`src/rtl/rti_pkg.sv`:
```
// Shared types, widths and codes for the ray/triangle intersection pipeline.
// No dependencies; every other file imports this package.

package rti_pkg;

  // Coordinate width of the ray and of the triangle corners (8 fraction bits).
  localparam int COORD_WIDTH = 24;
  localparam int CW          = COORD_WIDTH;
  // Edge and offset vectors: difference of two coordinates.
  localparam int EW          = CW + 1;
  // One cross-product term and a full cross-product component.
  localparam int MW          = 2 * EW;
  localparam int XW          = MW + 1;
  // Dot products split the wide operand into a low part of EW bits and a high part.
  localparam int HW          = XW - EW;
  localparam int PPW         = EW + HW;
  localparam int TW          = EW + XW;
  localparam int DW          = TW + 2;
  // Sign-corrected values and the u + v sum.
  localparam int FW          = DW + 1;
  localparam int SW          = FW + 1;
  // Determinant threshold.
  localparam int TRW         = 40;
  localparam logic [TRW-1:0] THRESH_RESET = TRW'(1678);

  // Configuration port.
  localparam int REG_COUNT   = 7;
  localparam int IDX_W       = $clog2(REG_COUNT);
  localparam int OFS_W       = 3;
  localparam int ADDR_W      = IDX_W + OFS_W;
  localparam int DATA_W      = 64;

  // Pipeline stages, first to last.
  localparam int ST_EDGE     = 0;
  localparam int ST_XMUL     = 1;
  localparam int ST_XSUB     = 2;
  localparam int ST_DMUL     = 3;
  localparam int ST_DTERM    = 4;
  localparam int ST_DSUM     = 5;
  localparam int ST_FLIP     = 6;
  localparam int ST_OUT      = 7;
  localparam int NSTAGE      = 8;

  typedef enum logic [IDX_W-1:0] {
    REG_ORIGIN_X,
    REG_ORIGIN_Y,
    REG_ORIGIN_Z,
    REG_DIR_X,
    REG_DIR_Y,
    REG_DIR_Z,
    REG_DET_THRESH
  } reg_idx_t;

  typedef enum logic [2:0] {
    OC_HIT      = 3'd0,
    OC_PARALLEL = 3'd1,
    OC_U_OUT    = 3'd2,
    OC_V_OUT    = 3'd3,
    OC_BEHIND   = 3'd4
  } outcome_t;

  typedef struct packed {
    logic signed [CW-1:0] x;
    logic signed [CW-1:0] y;
    logic signed [CW-1:0] z;
  } cvec_t;

  typedef struct packed {
    logic signed [EW-1:0] x;
    logic signed [EW-1:0] y;
    logic signed [EW-1:0] z;
  } evec_t;

  typedef struct packed {
    logic signed [XW-1:0] x;
    logic signed [XW-1:0] y;
    logic signed [XW-1:0] z;
  } xvec_t;

endpackage

```
`src/rtl/rti_decide.sv`:
```
// Last two pipeline stages: sign correction and the ordered hit tests.
// Depends on rti_pkg; the second stage is the output register.

module rti_decide import rti_pkg::*; (
  input  logic                 clk,
  input  logic [1:0]           en,
  input  logic signed [DW-1:0] det,
  input  logic signed [DW-1:0] u,
  input  logic signed [DW-1:0] v,
  input  logic signed [DW-1:0] t,
  input  logic [TRW-1:0]       thr,
  output logic                 hit,
  output outcome_t             outcome
);

  logic                 flip;
  logic signed [FW-1:0] detf_r, uf_r, vf_r, tf_r;
  logic signed [FW-1:0] thr_s;
  logic signed [SW-1:0] uv_sum;
  outcome_t             oc;
  logic                 hit_r;
  outcome_t             outcome_r;

  // A determinant that is not positive flips T, which negates u, v and t with it.
  assign flip = det[DW-1] || (det == '0);

  always_ff @(posedge clk) begin
    if (en[0]) begin
      detf_r <= flip ? -FW'(det) : FW'(det);
      uf_r   <= flip ? -FW'(u)   : FW'(u);
      vf_r   <= flip ? -FW'(v)   : FW'(v);
      tf_r   <= flip ? -FW'(t)   : FW'(t);
    end
  end

  // Ordered tests; the first one that fails names the outcome.
  always_comb begin
    thr_s  = FW'(thr);
    uv_sum = SW'(uf_r) + SW'(vf_r);
    if (detf_r < thr_s) begin
      oc = OC_PARALLEL;
    end else if (uf_r[FW-1] || (detf_r < uf_r)) begin
      oc = OC_U_OUT;
    end else if (vf_r[FW-1] || (SW'(detf_r) < uv_sum)) begin
      oc = OC_V_OUT;
    end else if (tf_r[FW-1]) begin
      oc = OC_BEHIND;
    end else begin
      oc = OC_HIT;
    end
  end

  always_ff @(posedge clk) begin
    if (en[1]) begin
      hit_r     <= (oc == OC_HIT);
      outcome_r <= oc;
    end
  end

  assign hit     = hit_r;
  assign outcome = outcome_r;

endmodule

```
`config.mk`:
```
export PLATFORM = sky130hd
export DESIGN_NAME = rti_decide
export DESIGN_NICKNAME = d
export VERILOG_FILES = /design/src/rtl/rti_pkg.sv /design/src/rtl/rti_decide.sv
export SDC_FILE = /design/constraint.sdc
export NUM_CORES = 1
export LEC_CHECK = 0
export BUFFER_PORTS_ARGS = -buffer_cell sky130_fd_sc_hd__buf_2
export CAP_MARGIN = 30
export CORE_UTILIZATION = 55
export CTS_CLUSTER_SIZE = 14
export DETAILED_ROUTE_END_ITERATION = 12
export PLACE_DENSITY = 0.78
export REMOVE_ABC_BUFFERS = 1
export SLEW_MARGIN = 20
export SYNTH_ARGS = -nofsm -noshare
export SYNTH_HDL_FRONTEND = slang
export SYNTH_SLANG_ARGS = --single-unit
```
`constraint.sdc`:
```
create_clock -name clk -period 10.78 [get_ports clk]
set_clock_uncertainty 0.2 [all_clocks]
set_input_delay 1.617 -clock clk [delete_from_list [all_inputs] [get_ports clk]]
set_output_delay 1.617 -clock clk [all_outputs]
set_load 0.02 [all_outputs]
```
Word level (Yosys, flattened, before mapping)
Cells that the tools add are included.

Bits in registers: 320. Bits of input ports: 355. Output and inout bits: 4. Logic and storage cells: 27.

Add/subtract/negate cells: 5. Order comparisons: 3. Multiplexer cells: 8. Reductions and logical operators: 5.

Operators with widths (number): two-way mux 79 bit (4); negator 78 -> 79 bit (4); adder 79 x 79 -> 80 bit (1); less-than comparator 79 x 80 -> 1 bit (1); less-than comparator 79 x 41 -> 1 bit (1); less-than comparator 79 bit (1); logical NOT 78 bit (1); two-way mux 3 bit (4); logical NOT 3 bit (1); logical OR 1 bit (3).

Logic depth before layout (Yosys ltp)
Depth in word-level cells: 7. Gate-level depth with buffers: 24. Mapped depth without buffers: 24.

Worst setup path after synthesis
No wires, ideal clock.

Path kind: register to register. Start point: register uf_r[26]. End point: register outcome_r[1], in the netlist outcome[1], data pin. Setup time: 0.272 ns. Data arrival time: 5.205 ns. Data required time: 10.308 ns. Path slack: 5.103 ns. Stages on the path, launching flop included: 22. Path buffers: 1. Period minus slack after synthesis: 5.677 ns. Path through: edfxtp_1 -> ha_1 -> clkbuf_1 -> nand4_1 -> nor3_1 -> nand2_1 -> a2111o_1 -> a2111oi_0 -> o211ai_1 -> a211o_1 -> a31oi_1 -> a221oi_1 -> xor2_1 -> ha_1 -> nand4_1 -> or2_2 -> nor4_1 -> o31ai_1 -> nor4b_1 -> a211o_1 -> a21bo_2 -> nor2b_1.

Cells in the longest elaborated chain, start to end: 6. Elaborated cells between the ends (all ways): 8. Those cells by class: add/sub: 1; order compare: 2; mux: 3; reduce/logical: 2.

Ends and longest elaborated chain: start: declaration (RTL line rti_decide.sv:17) `logic signed [FW-1:0] detf_r, uf_r, vf_r, tf_r;`; start signal: assignment (RTL line rti_decide.sv:30) `uf_r <= flip ? -FW'(u) : FW'(u);`; adder 79 x 79 -> 80 bit (RTL line rti_decide.sv:39) `uv_sum = SW'(uf_r) + SW'(vf_r);`; less-than comparator 79 x 80 -> 1 bit (RTL line rti_decide.sv:44) `end else if (vf_r[FW-1] || (SW'(detf_r) < uv_sum)) begin`; logical OR 1 bit (RTL line rti_decide.sv:44); two-way mux 3 bit (RTL line rti_decide.sv:44); two-way mux 3 bit (*) (RTL line rti_decide.sv:42) `end else if (uf_r[FW-1] || (detf_r < uf_r)) begin`; two-way mux 3 bit (*) (RTL line rti_decide.sv:40) `if (detf_r < thr_s) begin`; named net oc[1] (RTL line rti_decide.sv:20) `outcome_t oc;`; end signal: assignment (RTL line rti_decide.sv:56) `outcome_r <= oc;`; end: declaration (RTL line rti_decide.sv:22) `outcome_t outcome_r;`.

The timed path passes the listed nets; every way through them passes the cells marked *. A chain may end at the register's enable or synchronous reset.

Worst setup path after layout
Start point: register uf_r[0]. End point: register outcome_r[1], in the netlist outcome[1], data pin.

The elaborated chain is that of the path after synthesis.

==> flow_summary.ini <==
[worst_setup_path]
crit_start = uf_r[0]
reg2regPathDepth = 23
worstSetupStartpointType = flop
cp-end-kind = flop
max_stage_delay_ns = 0.59
cp_max_fo = 4
r2r_start = uf_r[0]
worst_ep_arrival_time_ns = 6.99
crit_type = flop to flop
reg2reg_setup_slack_ns = 3.90
cpLargestDelayFamily = compound AO/OA/AOI/OAI gates
worstReg2RegEnd = outcome[1]
path_buf_inv = 1
cp_slowest_cell = a211oi_1
cp.depth = 23
crit_path_cell_trace = ha_1 > inv_1 > fa_1 > nand2b_1 > a21oi_1 > o31ai_1 > a211oi_1 > nor2_1 > o21ai_0 > a41oi_1 > o21bai_1 > xnor2_1 > ha_1 > nand4_1 > nor4_1 > nand3_1 > a2111oi_0 > o41ai_1 > nand2_1 > o31ai_1 > a211o_1 > a21bo_2 > nor2b_1
endpoint = outcome[1]
critPathRequiredTime_ns = 10.88

[global_route]
track_usage_pct = 34.32
grt_pass1_wl_um = 109500
antenna_found_initial = 6
grt_pass1_vias = 19640
grt_max_degree = 88
grt-ovfl-total = 0

[worst_hold_path]
min_path_type = flop to flop

[drt]
top_layer_used = met4
drt_iter0_drc = 2064
firstDrtPassIters = 5
num_vias = 20560
wl_met1_um = 31840
avgViaCountPerCell = 6.351
route.met2.wl_um = 29930
wire_per_inst_um = 21.99
wl_met3_um = 7507
drc = 0
wirelength_um = 71190
ant_nets = 0

[clocking]
clock_latency_ns = 0.58
post-cts-setup-buffers = 0
cts_resized = 0
ctsHoldBuffers = 0
htreeDepth = 1
cts.sinks = 242
clock_path_buffers = 3
cts_buffers = 28
ctsRootBufferMaster = clkbuf_16
cts_tree = built
path_clk_slew_ns = 0.06

[pwr]
cellPowerDensity_mw_per_mm2 = 148.4
vdd_drop_max_v = 0.00009982
p_leak_uw = 0.01098
finalPower_uw = 3751

[sta]
final.period_utilization_pct = 63.84
finalSetupViolCount = 0
drv_slew = 0
tightest_slew_ns = 1.007
grt_setup_unrepaired = no
setup_tns_ns = 0
period_minus_slack_ns = 6.882
max_freq_ghz = 0.1453
relSlewSlack_pct = 32.88
hold_viol = 0

[yosys]
synth-edff-count = 242
yosys_warnings = 0
ys_types = 73
syn_area_per_cell_sq_um = 9.328
syn-cell-area_sq_mm = 0.02204
synth.ff_latch_count = 242
synth_seq_area_share_pct = 32.97
ys.flop_type = edfxtp_1
synth_cells = 2363
async_flop_share_pct = 0

[floorplan]
fp.dieArea_sq_mm = 0.04088
start_util_pct = 56.37
die_x_um = 202.2
rows = 72
core_sq_mm = 0.03910
die_h_um = 202.2
io_pins = 359

[placement]
place.gp.congestion = 1.010
port_buffers = 358
place_hpwl_um = 58640

[job]
max_cap_viol_count = 0

[final_layout]
layout-drive-gt1-share_pct = 16.37
area_delta_synth_final_pct = 14.64
fin_nets = 3327
fin_util_pct = 64.63

[outcome]
outcome = complete, no violations
==> logic make-up after synthesis <==
family,count (synthesis),share of synthesized area (%)
multiplexers,2,0.09083
AO/OA/AOI/OAI,662,19.44
AND/OR/NAND/NOR,655,15.53
other,1,0.01701
buffers and inverters,217,3.957
XOR/XNOR,305,12.12
adder cells (fa/ha/maj),279,15.87
flip-flops,242,32.97
==> layer usage <==
metal | GRT usage (%) | vias up
met5 | 0 | -
met4 | 9.613 | 0
met3 | 6.127 | 115
met2 | 51.64 | 1171
met1 | 50.33 | 9737
li1 | - | 9536
==> how the worst min path moves through the flow <==
stage	start	endpoint	slack, ns	depth (start not counted)
final	tf_r[78]	hit	0.62	1
after global routing	tf_r[78]	hit	0.62	1
after CTS	tf_r[78]	hit	0.59	1
after detailed placement	tf_r[78]	hit	0.57	1
after global placement	tf_r[78]	hit	0.56	1
after floorplan	tf_r[78]	hit	0.33	1
==> metrics by stage <==
step                      hold slack (ns)  setup slack, ns  instances  cell area (sq um)
after floorplan                    0.3275            3.574       2298              21740
after global placement             0.5553            4.110       3179              24250
after detailed placement           0.5720            3.915       3179              24250
after CTS                          0.5867            3.963       3229              25220
after global routing               0.6205            3.545       3237              25270
final                              0.6154            3.898       3237              25270
==> state kept, by name, summed over array words and instances (netlist names) <==
name / count
detf_r: 79
tf_r: 1
hit: 1
vf_r: 79
outcome: 3
uf_r: 79
==> synth_stat cells, drive strengths merged, types with 7 or more instances <==
library cell	n	area share, %
a211o	12	0.48
a211oi	8	0.27
a21o	130	4.4
a21oi	183	4.2
a31oi	20	0.57
and2	10	0.28
and3	16	0.45
and4	7	0.28
buf	21	0.61
clkbuf	44	0.75
edfxtp	242	33
ha	278	16
inv	152	2.6
nand2	144	2.5
nand2b	29	0.89
nand3	39	0.89
nand4	69	2.0
nor2	131	2.2
nor2b	19	0.54
nor3	55	1.2
nor4	52	1.5
nor4b	7	0.31
o211ai	15	0.51
o21a	16	0.54
o21ai	133	3.0
o21bai	15	0.51
o31ai	64	2.2
o41ai	24	1.1
or2	13	0.37
or3	27	0.77
or4	23	0.85
xnor2	192	7.6
xor2	113	4.5
==> cell usage in the layout, fill, tap and decap left out, types with 8 or more instances in the layout <==
master / netlist / routed
a211o_1: 12 / 12
o21a_1: 16 / 16
edfxtp_1: 242 / 242
a21oi_1: 183 / 182
nor2_1: 130 / 130
and2_1: 10 / 10
clkbuf_16: 0 / 29
nor3_1: 55 / 55
o21ai_0: 132 / 132
and3_1: 16 / 16
nor4_1: 52 / 52
nor2b_1: 19 / 19
or3_1: 27 / 27
inv_1: 152 / 152
a211oi_1: 8 / 8
xor2_1: 113 / 113
nand4_1: 69 / 69
nand2_1: 144 / 144
o211ai_1: 15 / 15
a31oi_1: 20 / 20
or4_1: 19 / 19
nand3_1: 39 / 39
buf_2: 12 / 358
ha_1: 278 / 278
a21o_1: 130 / 129
o31ai_1: 64 / 64
xnor2_1: 192 / 192
nand2b_1: 27 / 27
o21bai_1: 15 / 15
or2_2: 12 / 12
o41ai_1: 21 / 21
==> report_power, final <==
part	leakage [uW]	total, uW	switching, uW	internal [uW]
Clock	0.000472	1020	407	610
Sequential	0.00237	1260	95.4	1160
Combinational	0.00814	1470	860	615
Total	0.0110	3750	1360	2390
==> cell type report <==
type | instances | area (sq um)
multi-input combinational | 1904 | 13920
fill | 3290 | 13830
sequential | 242 | 7267
timing repair buffer | 365 | 1872
clock buffer | 32 | 737.0
tap | 518 | 648.1
inverter | 152 | 570.5
clock inverter | 18 | 236.5
antenna | 6 | 15.01
No activity file was read; power rests on OpenSTA's default activity.
