`src/rtl/rti_pkg.sv`:
```
// Shared types, widths and codes for the ray/triangle intersection pipeline.
// No dependencies; every other file imports this package.

package rti_pkg;

  // Coordinate width of the ray and of the triangle corners (8 fraction bits).
  localparam int COORD_WIDTH = 24;
  localparam int CW          = COORD_WIDTH;
  // Edge and offset vectors: difference of two coordinates.
  localparam int EW          = CW + 1;
  // One cross-product term and a full cross-product component.
  localparam int MW          = 2 * EW;
  localparam int XW          = MW + 1;
  // Dot products split the wide operand into a low part of EW bits and a high part.
  localparam int HW          = XW - EW;
  localparam int PPW         = EW + HW;
  localparam int TW          = EW + XW;
  localparam int DW          = TW + 2;
  // Sign-corrected values and the u + v sum.
  localparam int FW          = DW + 1;
  localparam int SW          = FW + 1;
  // Determinant threshold.
  localparam int TRW         = 40;
  localparam logic [TRW-1:0] THRESH_RESET = TRW'(1678);

  // Configuration port.
  localparam int REG_COUNT   = 7;
  localparam int IDX_W       = $clog2(REG_COUNT);
  localparam int OFS_W       = 3;
  localparam int ADDR_W      = IDX_W + OFS_W;
  localparam int DATA_W      = 64;

  // Pipeline stages, first to last.
  localparam int ST_EDGE     = 0;
  localparam int ST_XMUL     = 1;
  localparam int ST_XSUB     = 2;
  localparam int ST_DMUL     = 3;
  localparam int ST_DTERM    = 4;
  localparam int ST_DSUM     = 5;
  localparam int ST_FLIP     = 6;
  localparam int ST_OUT      = 7;
  localparam int NSTAGE      = 8;

  typedef enum logic [IDX_W-1:0] {
    REG_ORIGIN_X,
    REG_ORIGIN_Y,
    REG_ORIGIN_Z,
    REG_DIR_X,
    REG_DIR_Y,
    REG_DIR_Z,
    REG_DET_THRESH
  } reg_idx_t;

  typedef enum logic [2:0] {
    OC_HIT      = 3'd0,
    OC_PARALLEL = 3'd1,
    OC_U_OUT    = 3'd2,
    OC_V_OUT    = 3'd3,
    OC_BEHIND   = 3'd4
  } outcome_t;

  typedef struct packed {
    logic signed [CW-1:0] x;
    logic signed [CW-1:0] y;
    logic signed [CW-1:0] z;
  } cvec_t;

  typedef struct packed {
    logic signed [EW-1:0] x;
    logic signed [EW-1:0] y;
    logic signed [EW-1:0] z;
  } evec_t;

  typedef struct packed {
    logic signed [XW-1:0] x;
    logic signed [XW-1:0] y;
    logic signed [XW-1:0] z;
  } xvec_t;

endpackage

```
`src/rtl/rti_edge.sv`:
```
// First pipeline stage: triangle edges and the origin offset from corner 0.
// Depends on rti_pkg.

module rti_edge import rti_pkg::*; (
  input  logic  clk,
  input  logic  en,
  input  cvec_t c0,
  input  cvec_t c1,
  input  cvec_t c2,
  input  cvec_t org,
  output evec_t e1,
  output evec_t e2,
  output evec_t t0
);

  evec_t e1_r;
  evec_t e2_r;
  evec_t t0_r;

  // E1 = c1 - c0, E2 = c2 - c0, T = origin - c0 (sign fixed later).
  always_ff @(posedge clk) begin
    if (en) begin
      e1_r.x <= EW'(c1.x) - EW'(c0.x);
      e1_r.y <= EW'(c1.y) - EW'(c0.y);
      e1_r.z <= EW'(c1.z) - EW'(c0.z);
      e2_r.x <= EW'(c2.x) - EW'(c0.x);
      e2_r.y <= EW'(c2.y) - EW'(c0.y);
      e2_r.z <= EW'(c2.z) - EW'(c0.z);
      t0_r.x <= EW'(org.x) - EW'(c0.x);
      t0_r.y <= EW'(org.y) - EW'(c0.y);
      t0_r.z <= EW'(org.z) - EW'(c0.z);
    end
  end

  assign e1 = e1_r;
  assign e2 = e2_r;
  assign t0 = t0_r;

endmodule

```
`config.mk`:
```
export PLATFORM = sky130hd
export DESIGN_NAME = rti_edge
export DESIGN_NICKNAME = d
export VERILOG_FILES = /design/src/rtl/rti_pkg.sv /design/src/rtl/rti_edge.sv
export SDC_FILE = /design/constraint.sdc
export NUM_CORES = 1
export LEC_CHECK = 0
export BUFFER_PORTS_ARGS = -buffer_cell sky130_fd_sc_hd__buf_2
export CAP_MARGIN = 20
export CORE_MARGIN = 8
export CORE_UTILIZATION = 48
export DETAILED_ROUTE_END_ITERATION = 10
export GPL_ROUTABILITY_DRIVEN = 0
export PLACE_DENSITY = 0.77
export SYNTH_ARGS = -nofsm -noshare
export SYNTH_HDL_FRONTEND = slang
export SYNTH_SLANG_ARGS = --single-unit
```
`constraint.sdc`:
```
create_clock -name clk -period 3.15 [get_ports clk]
set_clock_uncertainty 0.15 [all_clocks]
set_input_delay 0.63 -clock clk [delete_from_list [all_inputs] [get_ports clk]]
set_output_delay 0.63 -clock clk [all_outputs]
set_load 0.01 [all_outputs]
```
== After elaboration in Yosys (flattened, before gate mapping) ==
Index checks and enable logic that the tools add are counted.
Operators by class
  add/sub/neg operators: 9
  divide/modulo/power cells: 0
  order comparisons: 0
  reduce and logical (&&, ||, !) cells: 0
  multiply operators: 0
  eq/ne operators: 0
  muxes and demuxes: 0
  shifts and indexed selects: 0
  bitwise gates (word level): 0
Operator list (count)
  $sub A24 B24 Y25: 9
Word-level totals
  bits in latches: 0
  bits in read-only memories: 0
  memories: 0
  output and inout bits: 225
  bits in registers: 225
  input bits: 290
  logic and storage cells: 18
  RAM bits: 0

== Longest topological paths before layout ==
Gate-level depths: netlist of the first run.
  depth in word-level cells: 1
  mapped depth: 11
  depth with buffers taken out: 11

== Worst setup path before layout of the first run ==
Ideal clock, no wire load.
  kind: in2reg
  from: in c0[54] in the netlist's numbering
  to: reg e1_r, in the netlist e1[71], data pin
  setup time: 0.263 ns
  arrival time: 2.704 ns
  data required time: 2.737 ns
  buffers on the path: 0
  slack: 0.033 ns
  stages: 10
  cells stage by stage: inv_1 -> ha_1 -> a21oi_1 -> nand2_1 -> and3_1 -> a221oi_4 -> o21ai_2 -> a41o_1 -> and4_4 -> a2111o_1
Between the ends
  word-level cells in the longest chain between the ends: 1
RTL lines
  from (decl): RTL line rti_edge.sv:7  | input cvec_t c0,
  $sub A24 B24 Y25: RTL line rti_edge.sv:23  | e1_r.x <= EW'(c1.x) - EW'(c0.x);
  to (decl): RTL line rti_edge.sv:16  | evec_t e1_r;
Every way passes these cells.
A chain may end at the register's enable or synchronous reset.

== Worst setup path after layout of the first run ==
  from: in c0[1] in the netlist's numbering
  to: reg t0_r, in the netlist t0[21], data pin
Between the ends
  word-level cells in the longest chain between the ends: 1
RTL lines
  $sub A24 B24 Y25: RTL line rti_edge.sv:31  | t0_r.z <= EW'(org.z) - EW'(c0.z);
  to (decl): RTL line rti_edge.sv:18  | evec_t t0_r;
Every way passes these cells.

==> results.md, run 1 <==
* Post-synthesis mux area share at less than 1%
* Buffers on Ports at 514
* Hpwl dp at between 40000 and 50000 um
* Tcrit/Tclk final at between 90% and 100%
* CTS tree: yes
* Sw Ratio at 31.9%
* Post-Route Utilization at 64.6%
* Starting density of the core at 48.9%
* Clock network fraction of design power at 30.4%
* First-pass GRT wire length at around 90000 um
* Internal at 7.72 mW
* Unrepaired setup endpoints after global routing: no
* CTS clock-pin slew for the worst setup and hold paths at 0.06 ns
* Main combinational cell family by area after synthesis: compound AO/OA/AOI/OAI gates
* Min Tclk post-route at 2.93 ns
* Max Slew Vio Count at 0
* Cts hold-fix bufs at 0
* Met2 global-route usage at roughly 45%
* Simple-gate share of the synthesized area at 11.0%
* Initial DRC Count at 1101
* Final setup viols at 0
* Initial antenna violation count at 18
* Static leakage at 11.1 nW
* Setup Fix Bufs, Post-CTS at 0
* Psw at 3.61 mW
* Area Overhead vs Synth at 32.2%
* Final ANT Viol Nets at 0
* Global Route Usage Sum at between 20% and 30%
* Pre-Repair DR Iteration Count at 5
* Post-synth ARST share at 0%
* Total grt overflow at 0
* Crit path kind: in2reg
* Die area at about 43000 um2
* CP endpoint kind: flip-flop
* Average size of a mapped cell at 10.0 um2
* Data required, critical path at between 3 and 4 ns
* Adder-cell share of the synthesized area at 16.6%
* Distinct cells, synth at 76
* Synth Register Bits at 225
* Max-Cap Viols at 0
* Via density at 5.68
* Pwr per Cell Area at around 490 nW/um2
* TritonCTS buffer count at 27
* I/O pin total at 515
* Met3 Usage GRT at 6.32%
* Multi-input logic area at 10100 um2
* GR peak layer: met2
* Mapped cell area at 17400 um2
* Xor and xnor area share after synthesis at 8.45%
* Fmax at 0.342 GHz
* CP startpoint kind: primary input
* Compound-gate portion of the synthesized area at 21.5%
* Ys flop type: edfxtp_1
* Die height at 206 um
* Share of cells above drive strength 1 at 31.5%
* Combinational Power Share at about a third
* Site row count at 69
* H-tree levels at 1
* M1 GR Usage at roughly 29%
* Via count at between 15000 and 20000
* Status: finished, final reports clean
* Mapped Nets at 2254
* Number of global-route vias before repair at 17175
* Hold WC Path Type: in2reg
* Layout fillers at around 2900
* Die width at 206 um
* Clk sinks at 225
* Wire per inst at approximately 20 um
* Syn. warnings at 0
* Total Power at 11.3 mW
* Final net count at about 3000
* CTS resizes at 0
* TNS Setup at 0 ns
* Seq. cell area at 6760 um2
* Clk root buf: clkbuf_16
* Drt drc at 0
* CP Data Arrival Time at 3.09 ns
* Worst vdd rail ir drop at 0.000428 V
* Critical Path Fanout Max at 3
* Final Hold Fails at 0
* Worst-case clock buffer depth at 3
* Slew HR at 42.9%
* Worst-Margin Slew at 0.846 ns
* Post-synth EDFFs at 225
* Largest net degree at the start of global routing at 84
* Sequential area share after synthesis at 38.8%
* Sequential power share at 36.1%
* Drt total wl at 58400 um
* Core area at 35700 um2
* Synthesized instance count at 1739
[cell type report]
type / instances / area share, %
tap: 461 / 2.51
clock inverter: 22 / 1.24
inverter: 145 / 2.36
antenna: 16 / 0.174
sequential: 225 / 29.4
multi-input combinational: 1354 / 43.7
timing repair buffer: 708 / 17.7
clock buffer: 28 / 2.95
[cells by family after synthesis]
| family | Yosys count |
|---|---|
| AO/OA/AOI/OAI | 564 |
| flip-flops | 225 |
| adder cells (fa/ha/maj) | 225 |
| buffers and inverters | 160 |
| XOR/XNOR | 168 |
| AND/OR/NAND/NOR | 393 |
| multiplexers | 4 |
[synthesized netlist by cell type, types with 12 or more instances]
library cell  instances  share of area [%]
a31oi_1              25               0.90
nor3_1               30               0.86
inv_1               145                3.1
nand3_1              27               0.78
clkbuf_1             15               0.32
o21ai_0              95                2.7
xor2_1               58                2.9
o31a_1               12               0.60
a211oi_1             12               0.52
ha_1                216                 16
nand2b_1             21               0.75
a21o_1               89                3.8
nand4_1              16               0.57
o21bai_1             17               0.73
nor2b_1              40                1.4
a21oi_1             164                4.7
nand2_1              90                1.9
xnor2_1             110                5.5
edfxtp_1            225                 39
o21a_1               36                1.6
nor2_1              109                2.3
and3_1               19               0.68
[critical path, stage by stage]
cell       delay (ns)
buf_2            0.09
inv_1            0.07
ha_1             0.28
nor2b_1          0.17
o31a_1           0.19
o41ai_2          0.07
buf_4            0.16
o41ai_1          0.69
a2bb2oi_1        0.26
buf_4            0.15
a21o_1           0.11
a21oi_1          0.08
xnor2_1          0.14
[metrics by stage]
stage / worst slack (ns) / cells / cell area [um2] / hold WS [ns]
after detailed placement: -0.289 / 2893 / 22000 / 0.882
after global placement: -0.245 / 2893 / 22000 / 0.880
after global routing: 0.0746 / 2957 / 23000 / 0.297
after CTS: 0.283 / 2943 / 23000 / 0.292
final: 0.225 / 2959 / 23000 / 0.305
after floorplan: 0.0330 / 1739 / 17400 / 0.592
[per-layer routing]
metal	share of wire, %	vias to the layer above
met5	0.068	-
met2	49	782
li1	-	7969
met4	5.4	6
met1	37	7866
met3	8.7	193
[state kept, by name, indices dropped and copies added (netlist names)]
name,flops
e1,75
t0,75
e2,75
[final timing paths]
kind / to / from / cells past startpoint
worst max-delay path: t0[21] / c0[1] / 13
worst min-delay path: e2[23] / en / 1
[cell usage in the layout, fill, tap and decap left out, types with 7 or more instances in the layout]
cell and count:
fa_1 9, and3_1 19, nand2b_1 21, buf_4 191
a21boi_0 7, and2_1 7, clkbuf_16 27, a211o_1 9
nand3_1 27, diode_2 16, or3_1 11, ha_1 216
nor3_1 30, xnor2_1 110, edfxtp_1 225, nand4_1 16
a21o_1 89, o31ai_1 8, o21ai_1 10, inv_1 145
xor2_1 58, o21ai_0 95, nor2_1 109, a31oi_1 25
o21bai_1 17, o21a_1 36, nor2b_1 40, a211oi_1 12
nand2_1 90, buf_2 513, o31a_1 12, a21oi_1 164
[power by group through the flow]
stage / sequential (mW) / combinational (mW) / clock (mW)
5_1_grt: 4.13 / 4.13 / 3.60
2_1_floorplan: 4.39 / 1.87 / 0
6_report: 4.09 / 3.79 / 3.44
3_5_place_dp: 4.15 / 3.74 / 0
3_3_place_gp: 4.14 / 3.63 / 0
4_1_cts: 4.09 / 3.77 / 3.49
Note: power is estimated with default switching activity, not from simulation.
==> inputs of run 2 (changes only) <==
--- a/config.mk
+++ b/config.mk
@@ -9,6 +9,7 @@
 export CAP_MARGIN = 20
 export CORE_MARGIN = 8
 export CORE_UTILIZATION = 48
+export CTS_BUF_LIST = sky130_fd_sc_hd__clkbuf_16
 export DETAILED_ROUTE_END_ITERATION = 10
 export GPL_ROUTABILITY_DRIVEN = 0
 export PLACE_DENSITY = 0.77
==> results.md, run 2 (synthesized netlist as in run 1, its figures left out) <==
* Clk root buf: clkbuf_16
* Final net count at 2976
* Worst-Margin Slew at approximately 0.84 ns
* Via count at 16803
* I/O pin total at 515
* Crit path kind: in2reg
* Most frequent cells in the layout: buf_2, edfxtp_1, ha_1, buf_4, a21oi_1
* Sequential power share at 36.1%
* Largest net degree at the start of global routing at 84
* Initial DRC Count at 1102
* Internal at 7.72 mW
* Pwr per Cell Area at 492 nW/um2
* Hpwl dp at 47500 um
* Sw Ratio at 31.9%
* Multi-input logic area at slightly above 10000 um2
* Final ANT Viol Nets at 0
* Tcrit/Tclk final at between 90 and 100%
* Worst vdd rail ir drop at roughly 0.00043 V
* Core area at 35700 um2
* Total grt overflow at 0
* Max Slew Vio Count at 0
* Max-Cap Viols at 0
* Wire per inst at between 15 and 20 um
* Unrepaired setup endpoints after global routing: no
* Drt total wl at 58400 um
* Seq. cell area at ~6800 um2
* Combinational Power Share at 33.5%
* Pre-Repair DR Iteration Count at 5
* Status: finished, final reports clean
* Global Route Usage Sum at between 20% and 30%
* Commonest non-fill, non-tap cell in the layout: buf_2
* Setup WS post-layout at approximately 0.23 ns
* Hold WC Path Type: in2reg
* Clk sinks at 225
* Worst-case clock buffer depth at 3
* Buffers on Ports at 514
* Drt drc at 0
* Final setup viols at 0
* CTS tree: yes
* Data required, critical path at 3.31 ns
* Die width at 206 um
* Fmax at 0.342 GHz
* Starting density of the core at 48.9%
* Post-Route Utilization at between 60% and 70%
* Slew HR at 43.0%
* Site row count at 69
* Layout fillers at 2850
* Final Hold Fails at 0
* CP startpoint kind: primary input
* Cts hold-fix bufs at 0
* Setup WS pre-CTS at -0.289 ns
* Initial antenna violation count at 18
* First-pass GRT wire length at 88700 um
* Clock network fraction of design power at between 30% and 40%
* CTS clock-pin slew for the worst setup and hold paths at 0.06 ns
* Area Overhead vs Synth at 32.2%
* Die area at 42600 um2
* TritonCTS buffer count at 27
* Total Power at 11.3 mW
* Via density at 5.68
* H-tree levels at 1
* CTS resizes at 0
* Setup Fix Bufs, Post-CTS at 0
* Number of global-route vias before repair at about 17000
* Min Tclk post-route at a little under 3 ns
* Share of cells above drive strength 1 at 31.5%
* Static leakage at 11.1 nW
* Die height at slightly above 200 um
* Psw at 3.61 mW
* CP endpoint kind: flip-flop
* CP Data Arrival Time at between 3 and 4 ns
* Critical Path Fanout Max at 3
* TNS Setup at 0 ns
## run 2: critical path: stages
cell and delay [ns]:
buf_2 0.09, inv_1 0.07, ha_1 0.28, nor2b_1 0.17, o31a_1 0.19, o41ai_2 0.07, buf_4 0.16, o41ai_1 0.69
a2bb2oi_1 0.26, buf_4 0.15, a21o_1 0.11, a21oi_1 0.08, xnor2_1 0.14
## run 2: area by class of cell
type	count	share of cell area [%]
inverters	145	2.36
diodes	16	0.174
multi-input cells	1354	43.7
repair buffers	708	17.7
well taps	461	2.51
clock buffers	27	2.94
flip-flops and latches	225	29.4
clock inverters	23	1.26
## run 2: per-layer routing
| metal | routed length (um) | GRT usage (%) |
|---|---|---|
| met2 | 28600 | 45.4 |
| met4 | 3130 | 14.7 |
| met3 | 5060 | 6.32 |
| met5 | 40 | 0 |
| met1 | 21600 | 28.7 |
## run 2: per-stage QoR
stage	cell area (um2)	hold WS, ns	instances
global route	23000	0.297	2957
finish	23000	0.305	2959
floorplan	17400	0.592	1739
global placement	22000	0.880	2893
detailed placement	22000	0.882	2893
CTS	23000	0.292	2943
## run 2: final timing paths
check / slack [ns] / end / depth (start not counted) / start
worst max-delay path: 0.23 / t0[21] / 13 / c0[1]
worst min-delay path: 0.30 / e2[23] / 1 / en
## run 2: power by group through the flow
stage	Combinational [mW]	Sequential, mW	Clock, mW
2_1_floorplan	1.87	4.39	0
3_3_place_gp	3.63	4.14	0
3_5_place_dp	3.74	4.15	0
4_1_cts	3.77	4.09	3.49
5_1_grt	4.13	4.13	3.60
6_report	3.79	4.09	3.44
==> inputs of run 3 (changes only) <==
--- a/config.mk
+++ b/config.mk
@@ -13,6 +13,8 @@
 export DETAILED_ROUTE_END_ITERATION = 10
 export GPL_ROUTABILITY_DRIVEN = 0
 export PLACE_DENSITY = 0.77
+export REMOVE_ABC_BUFFERS = 1
+export SLEW_MARGIN = 20
 export SYNTH_ARGS = -nofsm -noshare
 export SYNTH_HDL_FRONTEND = slang
 export SYNTH_SLANG_ARGS = --single-unit
==> results.md, run 3 (synthesized netlist as in run 1, its figures left out) <==
* Pre-Repair DR Iteration Count at 7
* CTS tree: yes
* Data required, critical path at about 3.3 ns
* Die width at 206 um
* Fmax at between 0.3 and 0.4 GHz
* Site row count at 69
* Share of cells above drive strength 1 at ~31%
* Drt total wl at about 58000 um
* Pwr per Cell Area at 484 nW/um2
* Hold slack at about 0.36 ns
* Worst-Margin Slew at between 0.6 and 0.7 ns
* Tcrit/Tclk final at about nine tenths
* CP endpoint kind: flip-flop
* Most frequent cells in the layout: buf_2, edfxtp_1, ha_1, buf_4, a21oi_1
* Worst vdd rail ir drop at about 0.00043 V
* First-pass GRT wire length at 88700 um
* Min Tclk post-route at 2.88 ns
* Total grt overflow at 0
* Static leakage at 11.0 nW
* Final setup viols at 0
* Cts hold-fix bufs at 0
* Slew HR at 57.0%
* Setup Fix Bufs, Post-CTS at 0
* H-tree levels at 1
* Worst Hold Endpoint: e2[25]
* Via count at 16655
* TritonCTS buffer count at 28
* Largest net degree at the start of global routing at 72
* I/O pin total at 515
* Buffers on Ports at 514
* Hold path startpoint: c0[24]
* Final ANT Viol Nets at 0
* Initial antenna violation count at 19
* Final net count at 2966
* Die area at 42600 um2
* Commonest non-fill, non-tap cell in the layout: buf_2
* Core area at around 36000 um2
* Area Overhead vs Synth at 31.3%
* CP Data Arrival Time at 3.03 ns
* Worst-case clock buffer depth at 3
* Hold Path Stages at 3
* Global Route Usage Sum at between 20% and 30%
* Status: finished, final reports clean
* Drt drc at 0
* Wire per inst at about 20 um
* Unrepaired setup endpoints after global routing: no
* Clk sinks at 225
* Hpwl dp at 47900 um
* Die height at 206 um
* Final Hold Fails at 0
* Critical Path Fanout Max at 3
* Initial DRC Count at 1139
* Max-Cap Viols at 0
* TNS Setup at 0 ns
* Max Slew Vio Count at 0
* Starting density of the core at 48.9%
* Via density at 5.65
* CP startpoint kind: primary input
* Clk root buf: clkbuf_16
* Hold WC Path Type: in2reg
* CTS clock-pin slew for the worst setup and hold paths at 0.06 ns
* Crit path kind: in2reg
* Number of global-route vias before repair at 16989
## run 3: cell types whose count changed in the layout (fill, tap and decap cells not counted), sizes merged
cell      before  now
bufinv         6    3
clkbuf        27   29
buf          708  697
inv          147  149
clkinv         9   15
diode         16   13
clkinvlp       6    0
## run 3: final cells by class
cell class	instances	area [um2]
multi-input combinational	1354	10100
antenna	13	32.5
clock buffer	29	726
fill	2858	12800
tap	461	577
clock inverter	22	166
sequential	225	6760
timing repair buffer	697	4010
inverter	145	544
## run 3: per-stage QoR
step,power (mW),instance area [um2],utilization (%),setup slack (ns),instances
2_1_floorplan,6.26,17400,-,0.0330,1724
3_3_place_gp,7.76,21900,61.5,-0.228,2882
3_5_place_dp,7.88,21900,61.5,-0.241,2882
4_1_cts,11.1,22800,64.0,0.321,2933
5_1_grt,11.6,22900,64.1,0.0882,2943
6_report,11.1,22900,64.2,0.267,2946
## run 3: routing by layer
metal / vias up / part of all wire, % / track usage, %
met4: 14 / 3.9 / 10.8
met3: 157 / 9.0 / 6.55
met1: 7741 / 38 / 29.6
met2: 781 / 49 / 46.1
met5: - / 0.15 / 0
li1: 7962 / - / -
## run 3: timing repair
| item | CTS | global route |
|---|---|---|
| resized for setup | 0 | 1 |
| endpoints found under the hold margin | 0 | 0 |
| setup endpoints to repair | 0 | 1 |
## run 3: worst max-delay path: stages
cell,delay (ns)
buf_2,0.12
ha_1,0.23
fa_1,0.40
nor2b_1,0.18
o31ai_2,0.11
a21oi_1,0.30
a21boi_0,0.18
buf_4,0.18
a31oi_1,0.32
a21o_1,0.18
a21oi_1,0.07
xnor2_1,0.13
## run 3: power by group
part | leakage [nW] | switching, mW | internal, mW
Clock | 0.454 | 1.30 | 1.89
Sequential | 2.20 | 0.152 | 3.94
Combinational | 8.37 | 2.08 | 1.70
Total | 11.0 | 3.54 | 7.53
## run 3: worst max path at each step
| stage | start | endpoint | slack, ns | cells after the start |
|---|---|---|---|---|
| 6_report | c0[0] | e1[22] | 0.27 | 12 |
| 5_1_grt | c0[0] | e1[22] | 0.09 | 12 |
| 4_1_cts | c0[50] | t0[68] | 0.32 | 12 |
| 3_5_place_dp | c0[50] | t0[68] | -0.24 | 12 |
| 3_3_place_gp | c0[50] | t0[68] | -0.23 | 12 |
| 2_1_floorplan | c0[54] | e1[71] | 0.03 | 10 |
